`config.mk`:
```
export PLATFORM = sky130hd
export DESIGN_NAME = sprite_list_evaluator
export DESIGN_NICKNAME = d
export VERILOG_FILES = /design/src/slev_pkg.sv /design/src/slev_table.sv /design/src/slev_eval.sv /design/src/sprite_list_evaluator.sv
export SDC_FILE = /design/constraint.sdc
export NUM_CORES = 2
export LEC_CHECK = 0
export BUFFER_PORTS_ARGS = -buffer_cell sky130_fd_sc_hd__clkbuf_2
export CORE_MARGIN = 4
export CORE_UTILIZATION = 33
export CTS_CLUSTER_DIAMETER = 60
export CTS_CLUSTER_SIZE = 24
export DETAILED_ROUTE_END_ITERATION = 10
export GPL_ROUTABILITY_DRIVEN = 0
export HOLD_SLACK_MARGIN = 0.05
export PLACE_DENSITY_LB_ADDON = 0.3
export SYNTH_ARGS = -nofsm -noshare
export SYNTH_HDL_FRONTEND = slang
export SYNTH_HIERARCHICAL = 1
export SYNTH_SLANG_ARGS = --single-unit
export TNS_END_PERCENT = 20
```
`constraint.sdc`:
```
create_clock -name clk -period 5.11 [get_ports clk]
set_clock_uncertainty 0.05 [all_clocks]
set_input_delay 0.511 -clock clk [delete_from_list [all_inputs] [get_ports clk]]
set_output_delay 0.511 -clock clk [all_outputs]
set_load 0.05 [all_outputs]
```
`src/slev_pkg.sv`:
```
// Shared types, constants and helpers for the sprite list evaluator.
// No dependencies; every other file imports this package.
package slev_pkg;

	// Sizing
	localparam int SPRITE_COUNT = 64;
	localparam int LIST_BYTES   = 32;
	localparam int SN_W         = $clog2(SPRITE_COUNT + 1);
	localparam int FILL_W       = $clog2(LIST_BYTES + 1);
	localparam int LIST_AW      = (LIST_BYTES > 1) ? $clog2(LIST_BYTES) : 1;
	localparam int TABLE_DEPTH  = 256;

	// Line and dot boundaries
	localparam logic [8:0] VISIBLE_LINES = 9'd240;
	localparam logic [8:0] DOT_FIRST     = 9'd1;
	localparam logic [8:0] DOT_CLEAR_END = 9'd64;
	localparam logic [8:0] DOT_EVAL_GO   = 9'd65;
	localparam logic [8:0] DOT_EVAL_END  = 9'd256;
	localparam logic [8:0] DOT_FETCH_GO  = 9'd257;
	localparam logic [8:0] DOT_FETCH_END = 9'd320;
	localparam logic [8:0] DOT_LAST      = 9'd340;

	localparam logic [7:0] BUS_IDLE = 8'hFF;

	// Input item kinds
	typedef enum logic [1:0] {
		KIND_TICK  = 2'd0,
		KIND_WRITE = 2'd1,
		KIND_READ  = 2'd2
	} kind_e;

	// Configuration register indexes
	typedef enum logic {
		REG_RENDER = 1'b0,
		REG_TALL   = 1'b1
	} reg_e;

	typedef struct packed {
		logic       render_en;
		logic       tall_sprites;
	} cfg_t;

	typedef struct packed {
		logic [1:0] kind;
		logic [8:0] scanline;
		logic [8:0] dot;
		logic [7:0] table_address;
		logic [7:0] write_value;
	} item_t;

	// Primary table access for one transaction
	typedef struct packed {
		logic       rd_en;
		logic [7:0] rd_addr;
		logic       wr_en;
		logic [7:0] wr_addr;
		logic [7:0] wr_data;
	} mem_req_t;

	// Result; from_mem selects the registered table read as data
	typedef struct packed {
		logic [7:0] data;
		logic       from_mem;
		logic       hit;
		logic       clr;
	} result_t;

	// Row of the sprite on this line, wrapped to 8 bits, against its height
	function automatic logic in_range(input logic [8:0] line, input logic [7:0] y,
			input logic tall);
		logic [7:0] row;
		row = line[7:0] - y;
		return tall ? (row < 8'd16) : (row < 8'd8);
	endfunction

endpackage

```
`src/slev_table.sv`:
```
// Primary sprite table: 256 bytes, one write and one registered read per cycle.
// Per-entry valid bits give the all-zero reset contents. Depends on slev_pkg.
module slev_table import slev_pkg::*; (
	input  logic     clk,
	input  logic     arst_n,
	input  mem_req_t req,
	output logic [7:0] rd_data
);

	logic [7:0]             mem_q [TABLE_DEPTH];
	logic [TABLE_DEPTH-1:0] valid_q;
	logic [7:0]             rd_q;

	// Storage, no reset
	always_ff @(posedge clk) begin
		if (req.wr_en) begin
			mem_q[req.wr_addr] <= req.wr_data;
		end
	end

	// Valid bits; unwritten entries read as zero
	always_ff @(posedge clk or negedge arst_n) begin
		if (!arst_n) begin
			valid_q <= '0;
		end else if (req.wr_en) begin
			valid_q[req.wr_addr] <= 1'b1;
		end
	end

	// Registered read port
	always_ff @(posedge clk or negedge arst_n) begin
		if (!arst_n) begin
			rd_q <= 8'h00;
		end else if (req.rd_en) begin
			rd_q <= valid_q[req.rd_addr] ? mem_q[req.rd_addr] : 8'h00;
		end
	end

	assign rd_data = rd_q;

endmodule

```
`src/slev_eval.sv`:
```
// Per-dot evaluation: sequencing state, secondary list and bus value.
// Works on the item in the input register. Depends on slev_pkg.
module slev_eval import slev_pkg::*; (
	input  logic       clk,
	input  logic       arst_n,
	input  logic       step,
	input  item_t      item,
	input  cfg_t       cfg,
	input  logic [7:0] rd_data,
	output mem_req_t   req,
	output result_t    res
);

	logic [SN_W-1:0]   sn_q, sn_n;
	logic [1:0]        bn_q, bn_n;
	logic [FILL_W-1:0] fill_q, fill_n;
	logic              fin_q, fin_n;
	logic [7:0]        bus_q;
	logic              bus_mem_q;
	logic [7:0]        sec_q [LIST_BYTES];

	logic [7:0]         bus_cur, bus_next;
	logic               bus_load_mem;
	logic               active;
	logic               sec_clear, sec_we;
	logic [LIST_AW-1:0] sec_widx;
	logic [5:0]         phase;
	logic [4:0]         fetch_idx;

	// Bus value may still sit in the table read register
	assign bus_cur = bus_mem_q ? rd_data : bus_q;

	assign active = cfg.render_en && (item.scanline < VISIBLE_LINES)
		&& (item.dot >= DOT_FIRST) && (item.dot <= DOT_LAST);

	assign phase     = 6'(item.dot - DOT_FETCH_GO);
	assign fetch_idx = {phase[5:3], phase[2:1]};

	// Next state and result for the current transaction
	always_comb begin
		sn_n         = sn_q;
		bn_n         = bn_q;
		fill_n       = fill_q;
		fin_n        = fin_q;
		bus_next     = bus_cur;
		bus_load_mem = 1'b0;
		sec_clear    = 1'b0;
		sec_we       = 1'b0;
		sec_widx     = '0;
		req          = '0;
		res          = '0;

		unique case (item.kind)
			KIND_TICK: begin
				if (active) begin
					if (item.dot == DOT_FIRST || item.dot == DOT_EVAL_GO) begin
						sn_n   = '0;
						bn_n   = '0;
						fill_n = '0;
						fin_n  = 1'b0;
					end
					if (item.dot <= DOT_CLEAR_END) begin
						sec_clear = 1'b1;
						bus_next  = BUS_IDLE;
					end else if (item.dot <= DOT_EVAL_END) begin
						if (fin_n || (sn_n >= SN_W'(SPRITE_COUNT))) begin
							bus_next = BUS_IDLE;
							fin_n    = 1'b1;
						end else begin
							if (item.dot[0]) begin
								// odd dot: fetch sprite byte
								req.rd_en    = 1'b1;
								req.rd_addr  = 8'({sn_n, bn_n});
								bus_load_mem = 1'b1;
							end else if (fill_n < FILL_W'(LIST_BYTES)) begin
								// even dot: copy while the list has room
								if (bn_n == 2'd0) begin
									if (in_range(item.scanline, bus_cur, cfg.tall_sprites)) begin
										sec_we   = 1'b1;
										sec_widx = fill_n[LIST_AW-1:0];
										fill_n   = fill_n + FILL_W'(1);
										bn_n     = 2'd1;
									end else begin
										sn_n = sn_n + SN_W'(1);
									end
								end else begin
									sec_we   = 1'b1;
									sec_widx = fill_n[LIST_AW-1:0];
									fill_n   = fill_n + FILL_W'(1);
									if (bn_n == 2'd3) begin
										bn_n = 2'd0;
										sn_n = sn_n + SN_W'(1);
									end else begin
										bn_n = bn_n + 2'd1;
									end
								end
							end else begin
								// list full: diagonal overflow search
								if (in_range(item.scanline, bus_cur, cfg.tall_sprites)) begin
									res.hit = 1'b1;
									bn_n    = bn_n + 2'd1;
								end
								sn_n = sn_n + SN_W'(1);
							end
							if (sn_n >= SN_W'(SPRITE_COUNT)) begin
								fin_n = 1'b1;
							end
						end
					end else if (item.dot <= DOT_FETCH_END) begin
						bus_next = ({1'b0, fetch_idx} < 6'(LIST_BYTES))
							? sec_q[fetch_idx[LIST_AW-1:0]] : BUS_IDLE;
						res.clr  = 1'b1;
					end else begin
						req.rd_en    = 1'b1;
						req.rd_addr  = 8'h00;
						bus_load_mem = 1'b1;
						res.clr      = 1'b1;
					end
				end
				res.from_mem = bus_load_mem;
				res.data     = bus_load_mem ? 8'h00 : bus_next;
			end
			KIND_WRITE: begin
				req.wr_en   = 1'b1;
				req.wr_addr = item.table_address;
				req.wr_data = item.write_value;
			end
			KIND_READ: begin
				if (active) begin
					res.data = bus_cur;
				end else begin
					req.rd_en    = 1'b1;
					req.rd_addr  = item.table_address;
					res.from_mem = 1'b1;
				end
			end
			default: begin
				res = '0;
			end
		endcase

		if (!step) begin
			req.rd_en = 1'b0;
			req.wr_en = 1'b0;
		end
	end

	// Sequencing state and bus value
	always_ff @(posedge clk or negedge arst_n) begin
		if (!arst_n) begin
			sn_q      <= '0;
			bn_q      <= '0;
			fill_q    <= '0;
			fin_q     <= 1'b0;
			bus_q     <= BUS_IDLE;
			bus_mem_q <= 1'b0;
		end else if (step) begin
			sn_q   <= sn_n;
			bn_q   <= bn_n;
			fill_q <= fill_n;
			fin_q  <= fin_n;
			if (bus_load_mem) begin
				bus_mem_q <= 1'b1;
			end else begin
				bus_q     <= bus_next;
				bus_mem_q <= 1'b0;
			end
		end
	end

	// Secondary list: bulk clear or one byte copied
	always_ff @(posedge clk or negedge arst_n) begin
		if (!arst_n) begin
			for (int i = 0; i < LIST_BYTES; i++) begin
				sec_q[i] <= BUS_IDLE;
			end
		end else if (step) begin
			if (sec_clear) begin
				for (int i = 0; i < LIST_BYTES; i++) begin
					sec_q[i] <= BUS_IDLE;
				end
			end else if (sec_we) begin
				sec_q[sec_widx] <= bus_cur;
			end
		end
	end

endmodule

```
`src/sprite_list_evaluator.sv`:
```
// Top level of the sprite list evaluator: input register, evaluation, table, result register.
// Depends on slev_pkg, slev_table and slev_eval.
//
// Usage:
//   Items arrive on item_valid/item_ready: a dot tick, a primary table write or a
//   sprite data read, selected by kind. Each transaction yields exactly one result
//   on result_valid/result_ready carrying data, overflow_hit and clear_address.
//   The two configuration registers (rendering enable, tall sprites) are written through
//   cfg_we/cfg_index/cfg_data; the user must write only while idle, the block does not check.
// Timing:
//   An accepted item passes through the input register, where evaluation runs and the
//   table read is issued, and then the result register, whose data may come straight
//   from the table read register.
//   Throughput is one item per cycle while result_ready stays high.
// Reset:
//   arst_n clears both pipeline stages, the evaluation state, the table (through
//   per-entry valid bits), fills the secondary list with 0xFF and drives the bus to 0xFF.
// Stalls:
//   While result_ready is low the result holds; the input register keeps one item,
//   so item_ready stays high until that register is occupied.
module sprite_list_evaluator import slev_pkg::*; (
	input  logic       clk,
	input  logic       arst_n,
	input  logic       item_valid,
	output logic       item_ready,
	input  logic [1:0] kind,
	input  logic [8:0] scanline,
	input  logic [8:0] dot,
	input  logic [7:0] table_address,
	input  logic [7:0] write_value,
	output logic       result_valid,
	input  logic       result_ready,
	output logic [7:0] data,
	output logic       overflow_hit,
	output logic       clear_address,
	input  logic       cfg_we,
	input  logic       cfg_index,
	input  logic       cfg_data
);

	logic     valid_s1, valid_s2;
	item_t    item_s1;
	result_t  res_s2;
	result_t  res;
	mem_req_t req;
	cfg_t     cfg_q;
	logic     advance;
	logic [7:0] rd_data;

	assign advance    = valid_s1 && (!valid_s2 || result_ready);
	assign item_ready = !valid_s1 || advance;

	// Configuration registers
	always_ff @(posedge clk or negedge arst_n) begin
		if (!arst_n) begin
			cfg_q <= '0;
		end else if (cfg_we) begin
			unique case (reg_e'(cfg_index))
				REG_RENDER: cfg_q.render_en    <= cfg_data;
				REG_TALL:   cfg_q.tall_sprites <= cfg_data;
				default:    cfg_q <= cfg_q;
			endcase
		end
	end

	// Input register
	always_ff @(posedge clk or negedge arst_n) begin
		if (!arst_n) begin
			valid_s1 <= 1'b0;
		end else if (item_ready) begin
			valid_s1 <= item_valid;
		end
	end

	always_ff @(posedge clk) begin
		if (item_valid && item_ready) begin
			item_s1 <= '{kind: kind, scanline: scanline, dot: dot,
				table_address: table_address, write_value: write_value};
		end
	end

	slev_eval u_eval (
		.clk     (clk),
		.arst_n  (arst_n),
		.step    (advance),
		.item    (item_s1),
		.cfg     (cfg_q),
		.rd_data (rd_data),
		.req     (req),
		.res     (res)
	);

	slev_table u_table (
		.clk     (clk),
		.arst_n  (arst_n),
		.req     (req),
		.rd_data (rd_data)
	);

	// Result register
	always_ff @(posedge clk or negedge arst_n) begin
		if (!arst_n) begin
			valid_s2 <= 1'b0;
		end else if (advance) begin
			valid_s2 <= 1'b1;
		end else if (result_ready) begin
			valid_s2 <= 1'b0;
		end
	end

	always_ff @(posedge clk) begin
		if (advance) begin
			res_s2 <= res;
		end
	end

	assign result_valid  = valid_s2;
	assign data          = res_s2.from_mem ? rd_data : res_s2.data;
	assign overflow_hit  = res_s2.hit;
	assign clear_address = res_s2.clr;

	// Overflow search and address clear happen on different dot ranges
	a_hit_clr_excl: assert property (@(posedge clk) disable iff (!arst_n)
		result_valid |-> !(overflow_hit && clear_address))
		else $error("overflow and address clear on the same result");

	// Table is touched only when a transaction moves on
	a_mem_on_step: assert property (@(posedge clk) disable iff (!arst_n)
		(req.rd_en || req.wr_en) |-> advance)
		else $error("table access without a transaction advancing");

	// No overflow while rendering is off
	a_no_hit_idle: assert property (@(posedge clk) disable iff (!arst_n)
		(advance && !cfg_q.render_en) |=> !res_s2.hit)
		else $error("overflow raised with rendering disabled");

	// A stalled result keeps its table read data
	a_rd_hold: assert property (@(posedge clk) disable iff (!arst_n)
		(valid_s2 && !result_ready) |=> $stable(rd_data))
		else $error("table read data changed under a stalled result");

endmodule

```
==> Yosys cells after proc, flatten, opt, wreduce, memory -nomap -nowiden <==
Memories as Yosys holds them, arrays and structs flattened.
Cells that the tools add are included.
{ "classes": {"addsub": 5, "order_cmp": 17, "n_eq_ne": 5, "muxes": 117, "bitwise_logic": 8, "n_reduce_logical": 24} }
{ "op_table": {"columns": ["op", "n"], "rows": [
  ["256-bit two-way mux", 2],
  ["256-bit bitwise mux", 1],
  ["256-bit bitwise OR", 1],
  ["7-bit two-way mux", 16],
  ["8-bit two-way mux", 14],
  ["9-bit two-way mux", 7],
  ["6-bit two-way mux", 10],
  ["5-bit two-way mux", 9],
  ["8-bit binary-select mux with 5-bit select", 1],
  ["8-bit demux with 5-bit select", 1],
  ["1-bit two-way mux", 39],
  ["9-bit case mux with 2 select lines", 2],
  ["9-bit less-or-equal comparator, second input constant", 3],
  ["2-bit two-way mux", 12],
  ["8-bit by 9-bit < comparator with 1-bit output, second input constant", 2],
  ["17-bit two-way mux", 1],
  ["7-bit greater-or-equal comparator, second input constant", 2],
  ["6-bit greater-or-equal comparator, second input constant", 2],
  ["5-bit NOT with 6-bit output", 2],
  ["9-bit by 1-bit equality test with 1-bit output, second input constant", 1],
  ["9-bit by 7-bit equality test with 1-bit output, second input constant", 1],
  ["9-bit by 1-bit greater-or-equal comparator with 1-bit output, second input constant", 1],
  ["9-bit by 7-bit less-or-equal comparator with 1-bit output, second input constant", 1],
  ["9-bit by 8-bit < comparator with 1-bit output, second input constant", 1],
  ["24 further kinds", 44]
]} }
{ "totals": {"reg_bits": 596, "ramBits": 2048, "input_bits": 43, "out_inout_bits": 12, "wordCells": 230, "mem_count": 1} }
{ "mem_list": {"columns": ["memory", "words", "width", "read_ports", "rd_clocked_by_memory_dff", "write_ports", "line_no", "rtl"], "rows": [
  ["u_table.mem_q", 256, 8, 1, 0, 1, "slev_table.sv:10", "logic [7:0] mem_q [TABLE_DEPTH];"]
]} }

==> Longest topological paths before layout <==
{ "depth": {"ltp_word": 23, "mapped_depth": 23, "ltp_nobuf": 15} }

==> By module <==
Netlist, hierarchy kept.
{ "by_module_without_submodules": {"columns": ["module", "n_inst", "cells_per_inst", "area_per_inst_um2", "seq_area_each_um2"], "rows": [
  ["slev_table", 1, 4491, 90051.4, 68105.3],
  ["slev_eval", 1, 1368, 15347.2, 7362.1],
  ["sprite_list_evaluator", 1, 70, 1724.2, 1511.4]
]} }

==> Worst setup path after synthesis <==
Ideal clock, no wire load.
{ "synth_timing": {"path_kind": "reg2reg", "start": "register item_s1[35] (netlist name)", "end": "memory u_table.mem_q[0][6], data pin", "setup_ns": 0.870, "t_arrival_ns": 4.199, "required_time_ns": 4.190, "path_slack_ns": -0.009, "path_stages_with_launch": 4, "n_path_buf": 1, "synth_period_minus_slack_ns": 5.119, "path_cell_list": "edfxtp_1 > nor2b_1 > clkbuf_1 > and2_1"} }
{ "synth_rtl": {"columns": ["item", "line_no", "rtl"], "rows": [
  ["from (decl)", "sprite_list_evaluator.sv:42", "item_t item_s1;"],
  ["from (signal assigned)", "sprite_list_evaluator.sv:77", "item_s1 <= '{kind: kind, scanline: scanline, dot: dot,"],
  ["to (decl)", "slev_table.sv:10", null]
]} }

==> load_flow_metrics.sql <==
INSERT INTO impl_metrics (metric_group, metric, value, unit) VALUES
('clock_tree', 'cts_sinks', '2644', ''),
('grt', 'grt_remaining_overflow', '0', ''),
('worst_setup_path', 'worst_r2r_startpoint', 'item_s1[19]$_DFFE_PP_', ''),
('timing', 'achievable-frequency', '198.5', 'MHz'),
('status', 'run_status', 'complete, no violations', ''),
('grt', 'first_pass_grt_wire_length', '433700', 'um'),
('floorplan', 'floorplan.initialDensity', '0.3325', ''),
('finish', 'area_delta_synth_final', '15.34', '%'),
('clock_tree', 'cts_tree', 'built', ''),
('drt', 'postRouteWirelength', '301300', 'um'),
('timing', 'worst_pin_slew', '1166', 'ps'),
('drt', 'via_count', '58950', ''),
('grt', 'first_global_vias', '58710', ''),
('clock_tree', 'insertion_delay', '890', 'ps'),
('timing', 'report.final.setup_viol', '0', ''),
('timing', 'timing.final.crit_share', '0.9857', ''),
('worst_setup_path', 'critical_path_required', '5820', 'ps'),
('logic_synthesis', 'synth_cell_type_count', '95', ''),
('finish', 'drive_gt1_frac', '0.3312', ''),
('logic_synthesis', 'number_of_enable_type_register_cells_in_the_synthesized_netlist', '2095', ''),
('drt', 'first_pass_iters', '5', ''),
('worst_setup_path', 'timing.setup.critical_path_class', 'flop to flop', ''),
('logic_synthesis', 'synth_area', '107100', 'um^2'),
('logic_synthesis', 'synthFlopType', 'edfxtp_1', ''),
('worst_setup_path', 'ff2ff_path_depth', '16', ''),
('flow_run', 'drv_cap', '0', ''),
('logic_synthesis', 'yosys-top-cells-area', 'edfxtp_1 59%, mux4_2 12%, dfrtp_1 6.7%', ''),
('drt', 'ant_nets', '0', ''),
('worst_setup_path', 'cp-end-kind', 'flop', ''),
('worst_setup_path', 'worst_setup_path_start_kind', 'flop', ''),
('clock_tree', 'numCtsBuffers', '176', ''),
('floorplan', 'core_region_area', '322200', 'um^2'),
('floorplan', 'die_ar', '333800', 'um^2'),
('placed_design', 'place_inst', '10520', ''),
('timing', 'timing.setup.tns', '0', 'ps'),
('clock_tree', 'clock_path_buffers', '4', ''),
('timing', 'post-route-min-period', '5037', 'ps'),
('drt', 'wire_per_inst', '27.65', 'um'),
('timing', 'relSlewSlack', '0.2169', ''),
('timing', 'final_max_slew_viol_count', '0', ''),
('worst_setup_path', 'r2r_slack', '70', 'ps'),
('logic_synthesis', 'syn_area_per_cell', '18.07', 'um^2'),
('clock_tree', 'clk_transition_reported_paths', '90', 'ps'),
('finish', 'final_cell_count_no_fill', '10900', ''),
('floorplan', 'fp.dieH', '577.8', 'um'),
('timing', 'hold_violations', '0', ''),
('logic_synthesis', 'ys_seq_elements', '2644', ''),
('placed_design', 'dpl.hpwl', '197400', 'um'),
('timing', 'rsz_0062_raised_after_global_routing', 'yes', ''),
('worst_hold_path', 'worst_hold_class', 'primary input to asynchronous set/reset pin', ''),
('finish', 'nFillCells', '29500', ''),
('logic_synthesis', 'synth.top_cell.area_share', '0.5873', ''),
('worst_setup_path', 'worstPathMaxFanout', '20', ''),
('logic_synthesis', 'seq_area_frac_synth', '0.7186', ''),
('placed_design', 'port-buffer-count', '54', ''),
('drt', 'remaining_drc_errors', '0', ''),
('grt', 'initial_antenna_violation_count', '14', ''),
('floorplan', 'ios', '55', ''),
('drt', 'drtIter0Drc', '6540', ''),
('floorplan', 'die_width', '577.8', 'um'),
('grt', 'grt_usage', '0.1764', ''),
('logic_synthesis', 'syn_inst', '5929', ''),
('clock_tree', 'clock_tree.root_cell', 'clkbuf_16', ''),
('logic_synthesis', 'synth_nets', '5987', ''),
('finish', 'final_nets', '6506', ''),
('drt', 'route.detailed.vias_per_inst', '5.410', ''),
('worst_setup_path', 'cp.arrival', '5740', 'ps'),
('worst_setup_path', 'endpoint_of_the_worst_register_to_register_path', 'u_table/rd_data[0]$_DFFE_PN0P_', ''),
('logic_synthesis', 'yosys_warnings', '6', ''),
('timing', 'holdWs', '259.5', 'ps'),
('power_and_ir_drop', 'power_density', '348.3', 'nW/um^2'),
('power_and_ir_drop', 'max-vdd-ir-drop', '0.0003253', 'V'),
('grt', 'pin_count_of_the_biggest_net_entering_global_routing', '113', ''),
('floorplan', 'floorplan.rows', '208', ''),
('logic_synthesis', 'synth_largest_area_cell', 'edfxtp_1', ''),
('clock_tree', 'cts_htree_levels', '4', ''),
('power_and_ir_drop', 'total_leakage_power', '0.04097', 'uW'),
('logic_synthesis', 'async_flop_share', '0.2076', '');
[how the worst max path moves through the flow]
| stage | cells past startpoint | to | slack (ps) | start |
|---|---|---|---|---|
| 6_report | 16 | u_table/rd_data[0]$_DFFE_PN0P_ | 70 | item_s1[19]$_DFFE_PP_ |
| 5_1_grt | 18 | u_table/rd_data[0]$_DFFE_PN0P_ | -110 | item_s1[17]$_DFFE_PP_ |
| 4_1_cts | 19 | u_table/rd_data[6]$_DFFE_PN0P_ | -20 | item_s1[17]$_DFFE_PP_ |
| 3_5_place_dp | 20 | u_table/rd_data[6]$_DFFE_PN0P_ | -280 | item_s1[17]$_DFFE_PP_ |
| 3_3_place_gp | 20 | u_table/rd_data[6]$_DFFE_PN0P_ | -330 | item_s1[17]$_DFFE_PP_ |
| 2_1_floorplan | 17 | u_eval/sec_q[16]$_DFFE_PN1P_ | 200 | u_eval/bus_mem_q$_DFFE_PN0P_ |
[through the flow]
stage	area [um^2]	setup WS [ps]	power, uW	utilization
finish	123600	73.20	43030	0.3835
detailed placement	116500	-275.2	27860	0.3617
global placement	116500	-330.7	27810	0.3617
CTS	123300	-21.53	43340	0.3826
floorplan	107100	203.5	26170	-
global route	123500	-109.3	44490	0.3835
[cell families (layout without fill, tap and decap cells)]
kind of cell | after synthesis | count (layout) | share of synthesized area
other cells | 0 | 5 | 0
xor+xnor | 14 | 14 | 0.001145
simple gates | 1181 | 1181 | 0.05634
fa+ha+maj | 15 | 15 | 0.001752
compound gates | 749 | 749 | 0.04963
flops | 2644 | 2644 | 0.7186
mux | 936 | 936 | 0.1550
buf+inv | 390 | 1047 | 0.01753
[where the power goes]
part	switching [uW]	total, uW	internal [uW]
Combinational	2400	3730	1330
Clock	8040	15600	7510
Sequential	222	23800	23500
Total	10700	43000	32400
[final cells by class]
cell class | count | area (um^2) | area share
Sequential cell | 2644 | 76980 | 0.6231
Multi-Input combinational cell | 2895 | 28670 | 0.2320
Timing Repair Buffer | 696 | 6260 | 0.05066
Tap cell | 4305 | 5386 | 0.04360
Clock buffer | 202 | 4607 | 0.03729
Clock inverter | 114 | 1496 | 0.01211
Inverter | 35 | 143.9 | 0.001165
Antenna cell | 5 | 12.51 | 0.0001013
[cells in the mapped netlist (24+ instances only)]
cell type,n
mux4_2,573
inv_1,34
clkbuf_1,186
dfstp_2,264
o21ai_0,92
o221ai_1,131
edfxtp_1,2095
a2bb2oi_1,63
mux2i_1,341
buf_4,56
nand2_1,184
nand3_1,57
buf_1,35
a211oi_1,34
and2_1,33
a21oi_1,191
buf_2,61
nor3_1,123
o22ai_1,42
nor2b_1,24
nor2_1,356
dfrtp_1,285
or2_2,261
o22a_1,43
[registers in the layout, summed over array words and instances (netlist names)]
signal	flops
cfg_q	2
clear_address	1
item_s1	36
overflow_hit	1
res_s2	9
result_valid	1
u_eval/bn_q	2
u_eval/bus_mem_q	1
u_eval/bus_q	8
u_eval/fill_q	6
u_eval/fin_q	1
u_eval/sec_q	256
u_eval/sn_q	7
u_table/mem_q	2048
u_table/rd_data	8
u_table/valid_q	256
valid_s1	1
[per-layer routing]
layer / wire, um / track usage / vias up
li1: - / - / 24750
met4: 8578 / 0.04607 / 6
met5: 47 / 0 / -
met2: 141800 / 0.2802 / 2156
met1: 130500 / 0.2536 / 31650
met3: 20390 / 0.02781 / 387
[placed cells by master, fill, tap and decap left out, drive strengths merged, types with 12 or more instances in the layout]
master / instances
o22ai: 42
a22o: 18
mux4: 573
bufinv: 12
buf: 594
o21ai: 96
ha: 15
clkbuf: 259
mux2i: 341
edfxtp: 2095
a22oi: 22
a31oi: 14
a2bb2oi: 63
o22a: 43
nor4: 26
mux2: 22
inv: 94
clkinv: 34
o221ai: 131
a211oi: 35
a21o: 21
and3: 14
nor2: 359
dfstp: 264
nand4: 22
nand2: 185
a21oi: 198
nor2b: 25
and2: 40
nor3: 137
nand3: 57
dlygate4sd3: 44
dfrtp: 285
or2: 262
[critical path: stages (launching register included)]
cell      delay (ps)
edfxtp_1         420
or3_1            390
o211a_1          270
nor4_4           300
and3_4           250
and2_1           200
buf_12           130
a22o_4           160
buf_12           150
buf_16           230
buf_16           240
buf_4            230
mux4_2           520
mux4_2           470
a22oi_2          290
a21oi_1          220
a32o_1           290
[repair_timing]
item,in CTS,in global routing
hold endpoints to repair,119,0
setup endpoints to repair,8,57
cloned,1,4
resized for setup,22,36
pin swaps,0,0
hold buffers,44,0
setup buffers,2,0
Power figures use the tool's default switching activity.
